### config.mk
export PLATFORM = sky130hd
export DESIGN_NAME = pfde_ctrl
export DESIGN_NICKNAME = d
export VERILOG_FILES = /design/src/rtl/core/pfde_pkg.sv /design/src/rtl/core/pfde_ctrl.sv
export SDC_FILE = /design/constraint.sdc
export NUM_CORES = 1
export LEC_CHECK = 0
export BUFFER_PORTS_ARGS = -buffer_cell sky130_fd_sc_hd__buf_2
export CAP_MARGIN = 15
export CORE_MARGIN = 2
export CORE_UTILIZATION = 23
export DETAILED_ROUTE_END_ITERATION = 7
export PLACE_DENSITY = 0.42
export SYNTH_ARGS = -nofsm -noshare
export SYNTH_HDL_FRONTEND = slang
export SYNTH_SLANG_ARGS = --single-unit
### constraint.sdc
create_clock -name clk_i -period 1.45 [get_ports clk_i]
set_input_delay 0 -clock clk_i [delete_from_list [all_inputs] [get_ports clk_i]]
set_output_delay 0 -clock clk_i [all_outputs]
set_load 0.01 [all_outputs]
### src/rtl/core/pfde_pkg.sv
`timescale 1ns / 1ps
`default_nettype none

package pfde_pkg;

  localparam logic [7:0] PIX_MASK = 8'h80;
  localparam logic [7:0] ALL_ONES = 8'hFF;
  localparam logic [7:0] ALL_ZEROS = 8'h00;
  localparam logic [2:0] LAST_BIT = 3'd7;
  localparam int PAGE_W = 5;

  typedef enum logic [2:0] {
    K_PLOT  = 3'd0,
    K_FILL  = 3'd1,
    K_BLIT  = 3'd2,
    K_CLEAR = 3'd3,
    K_READ  = 3'd4
  } kind_e;

  typedef enum logic [3:0] {
    S_INIT,
    S_IDLE,
    S_DISPATCH,
    S_CALC,
    S_RD,
    S_WR,
    S_CLEAR,
    S_RDMEM,
    S_DONE
  } state_e;

  typedef struct packed {
    logic load;
    logic calc;
    logic mem_rd;
    logic mem_wr;
    logic step;
    logic clr_write;
    logic clr_ink;
    logic rd_index;
    logic result;
  } cmd_t;

  typedef struct packed {
    logic [2:0] kind;
    logic       fill_empty;
    logic       last;
    logic       clr_last;
  } sts_t;

endpackage

`default_nettype wire

### src/rtl/core/pfde_ctrl.sv
`timescale 1ns / 1ps
`default_nettype none

module pfde_ctrl
  import pfde_pkg::*;
(
  input  wire  clk_i,
  input  wire  rst_ni,
  input  wire  start,
  output logic busy,
  input  sts_t sts_i,
  output cmd_t cmd_o
);

  state_e state_q, state_d;

  always_ff @(posedge clk_i or negedge rst_ni) begin
    if (!rst_ni) begin
      state_q <= S_INIT;
    end else begin
      state_q <= state_d;
    end
  end

  always_comb begin
    state_d = state_q;
    case (state_q)
      S_INIT: begin
        if (sts_i.clr_last) state_d = S_IDLE;
      end
      S_IDLE: begin
        if (start) state_d = S_DISPATCH;
      end
      S_DISPATCH: begin
        case (sts_i.kind)
          K_PLOT:  state_d = S_CALC;
          K_BLIT:  state_d = S_CALC;
          K_FILL:  state_d = sts_i.fill_empty ? S_DONE : S_CALC;
          K_CLEAR: state_d = S_CLEAR;
          K_READ:  state_d = S_RDMEM;
          default: state_d = S_DONE;
        endcase
      end
      S_CALC:  state_d = S_RD;
      S_RD:    state_d = S_WR;
      S_WR: begin
        state_d = sts_i.last ? S_DONE : S_CALC;
      end
      S_CLEAR: begin
        if (sts_i.clr_last) state_d = S_DONE;
      end
      S_RDMEM: state_d = S_DONE;
      S_DONE:  state_d = S_IDLE;
      default: state_d = S_INIT;
    endcase
  end

  always_comb begin
    cmd_o = '0;
    busy  = 1'b1;
    case (state_q)
      S_INIT: begin
        cmd_o.clr_write = 1'b1;
      end
      S_IDLE: begin
        busy       = 1'b0;
        cmd_o.load = start;
      end
      S_CALC:  cmd_o.calc = 1'b1;
      S_RD:    cmd_o.mem_rd = 1'b1;
      S_WR: begin
        cmd_o.mem_wr = 1'b1;
        cmd_o.step   = 1'b1;
      end
      S_CLEAR: begin
        cmd_o.clr_write = 1'b1;
        cmd_o.clr_ink   = 1'b1;
      end
      S_RDMEM: cmd_o.rd_index = 1'b1;
      S_DONE:  cmd_o.result = 1'b1;
      default: cmd_o = '0;
    endcase
  end

`ifndef ASSERT_OFF
  a_accept_busy: assert property (@(posedge clk_i) disable iff (!rst_ni)
    (start && !busy) |=> busy)
    else $error("accepted word did not make the block busy");

  a_wr_after_rd: assert property (@(posedge clk_i) disable iff (!rst_ni)
    (state_q == S_WR) |-> ($past(state_q) == S_RD))
    else $error("write phase without a read phase");

  a_clear_end: assert property (@(posedge clk_i) disable iff (!rst_ni)
    (state_q == S_CLEAR && sts_i.clr_last) |=> (state_q == S_DONE))
    else $error("clear sweep did not finish");
`endif

endmodule

`default_nettype wire

==> reports/metrics.yaml <==
status:
  run_status: "finished clean"
critical_path:
  arrival_ps: 1340
  cp_data_required_time_ps: 1450
  cp-end-kind: "primary output"
  critical_path_class: "flop to primary output"
  critPathMaxFanout: 11
  cp-start-kind: "flop"
synthesis:
  ys.flop_type: "dfrtp_1"
  synth-seq-cells: 4
  syn_nets: 67
  yosysSeqAreaShare: 0.233
  synth.distinct_cells: 23
  synth_edf_count: 0
  netlist.area_leader.share: 0.233
  async_flop_share: 1.00
  avgSynthCellArea_um2: 7.42
  synth_commonest_cells: "a21oi_1 (6), nor2_1 (6), nor3_1 (5), nor3b_1 (5)"
  syn_area_um2: 430
  yosysTopAreaCell: "dfrtp_1"
  yosysWarnings: 0
  synth_area_leaders: "dfrtp_1 (23%), nor3b_1 (8.7%), a21oi_1 (7.0%), nor2b_1 (5.8%), nor3_1 (5.8%)"
  synthCells: 58
cells_and_area:
  largestRegisters: "state_q x4"
  syn2layout_area_growth_pct: 43.9
  nets: 94
  largest_reg_flops: 4
  stdcell_count: 108
  drive_above_1_share: 0.398
  diodes: 0
  stdcell_area_um2: 619
  regMostFlops: "state_q"
detailed_routing:
  via_count: 524
  ant_nets: 0
  wirelength_mm: 1.22
  wire_per_inst_um: 11.3
  route.detailed.drc: 0
  viasPerCell: 4.85
  drt_iter0_drc: 8
  first_pass_iters: 4
floorplanning:
  io_pins: 19
  core_um2: 1750
  die_w_um: 47.3
  dieArea_um2: 2230
  initial_utilization: 0.247
  rows: 15
  die_h_um: 47.3
grt:
  antenna_found_initial: 0
  grt-ovfl-total: 0
  grt_pass1_vias: 384
  grt_max_degree: 14
  grt_use_total: 0.103
  grt_first_pass_wirelength_mm: 1.66
cts:
  cts_buffer_depth: 2
  clk_latency_ps: 230
  cts_tree: "yes"
  cts_made_buffers: 3
  clkSinkCount: 4
  clk_pin_slew_ps: 30
  cts_max_level: 1
  root_buffer: "clkbuf_4"
placement:
  placed_cells: 100
  hpwl_um: 886
  gp_congestion: 0.735
  io_buffers: 18
  post_dp_cell_area_um2: 554
timing:
  fin_hold_ws_ps: 109
  skew_ps: 1.05
  rsz0062_at_grt: "no"
  finalSetupTns_ps: 0
  tightestPinTransition_ps: 440
  fmax_mhz: 746
  drv_slew: 0
  fin_crit_sh: 0.925
  fin_crit_ps: 1340
  maxSlewHeadroom: 0.699
  finalSetupViolations: 0
  final_hold_viol_count: 0
power:
  fin_total_pwr_mw: 1.19
  peakVddDrop_mv: 0.734
  p_leak_nw: 0.282
  p_per_area_nw_per_um2: 1920
worst_hold_path:
  min-delay-path-class: "input pin to flop"
job:
  drv_cap: 0
==> power by group <==
part / switching (mW) / leakage, nW / internal, mW
Clock: 0.0400 / 0.0138 / 0.0921
Combinational: 0.388 / 0.219 / 0.405
Sequential: 0.0970 / 0.0488 / 0.167
==> cells in the final DEF, fill, tap and decap left out, drive strengths merged, types with 2 or more instances in the layout <==
cell type / count
a2111oi: 2
a211oi: 2
a21oi: 6
buf: 27
clkbuf: 3
dfrtp: 4
nand2: 4
nand2b: 3
nor2: 6
nor2b: 4
nor3: 5
nor3b: 5
==> cell type report <==
type | instances | area (um2)
Sequential cell | 4 | 103
Timing Repair Buffer | 28 | 168
Fill cell | 204 | 1130
Tap cell | 25 | 31.3
Multi-Input combinational cell | 48 | 295
Clock buffer | 3 | 22.5
==> layer usage <==
metal | vias to the layer above | wire length (um) | part of all wire | global-route usage
met1 | 245 | 560 | 0.46 | 0.130
met2 | 13 | 605 | 0.50 | 0.181
met5 | - | 0 | 0 | 0
met4 | 0 | 0 | 0 | 0
met3 | 0 | 51 | 0.042 | 0.0346
li1 | 266 | - | - | -
==> cell families (layout without fill, tap and decap cells) <==
kind of cell           after synthesis  in the layout  share of synthesized area
AND/OR/NAND/NOR                     32             32                      0.416
flip-flops                           4              4                      0.233
buffers and inverters                6             31                     0.0814
AO/OA/AOI/OAI                       14             14                      0.227
XOR/XNOR                             1              1                     0.0204
multiplexers                         1              1                     0.0233
==> worst max-delay path: stages, from the launching register on <==
cell and delay, ps:
dfrtp_1 490, buf_4 210, nor3b_1 230, buf_2 170
==> timing repair <==
action | 4_1_cts | 5_1_grt
gates resized for setup | 1 | 1
buffers inserted | 0 | 4
hold endpoints to repair | 4 | 0
hold buffers | 1 | 0
setup endpoints to repair | 3 | 4
==> worst paths after layout <==
kind | from | end | slack [ps] | cells after the start
max in group asynchronous | rst_ni | state_q[2] | 1200 | 2
hold reg to reg | state_q[3] | state_q[3] | 550 | 1
setup / recovery | state_q[1] | cmd_o[5] | 110 | 3
min in group asynchronous | rst_ni | state_q[0] | 120 | 2
setup reg to reg | state_q[2] | state_q[0] | 140 | 3
hold / removal | sts_i[0] | state_q[2] | 110 | 4
==> metrics by stage <==
| stage | setup WS, ps | util |
|---|---|---|
| 5_1_grt | 45.1 | 0.355 |
| 3_5_place_dp | 112 | 0.318 |
| 6_report | 109 | 0.355 |
| 3_3_place_gp | 85.1 | 0.318 |
| 4_1_cts | 14.1 | 0.337 |
| 2_1_floorplan | 188 | - |
Note: power is estimated with default switching activity, not from simulation.
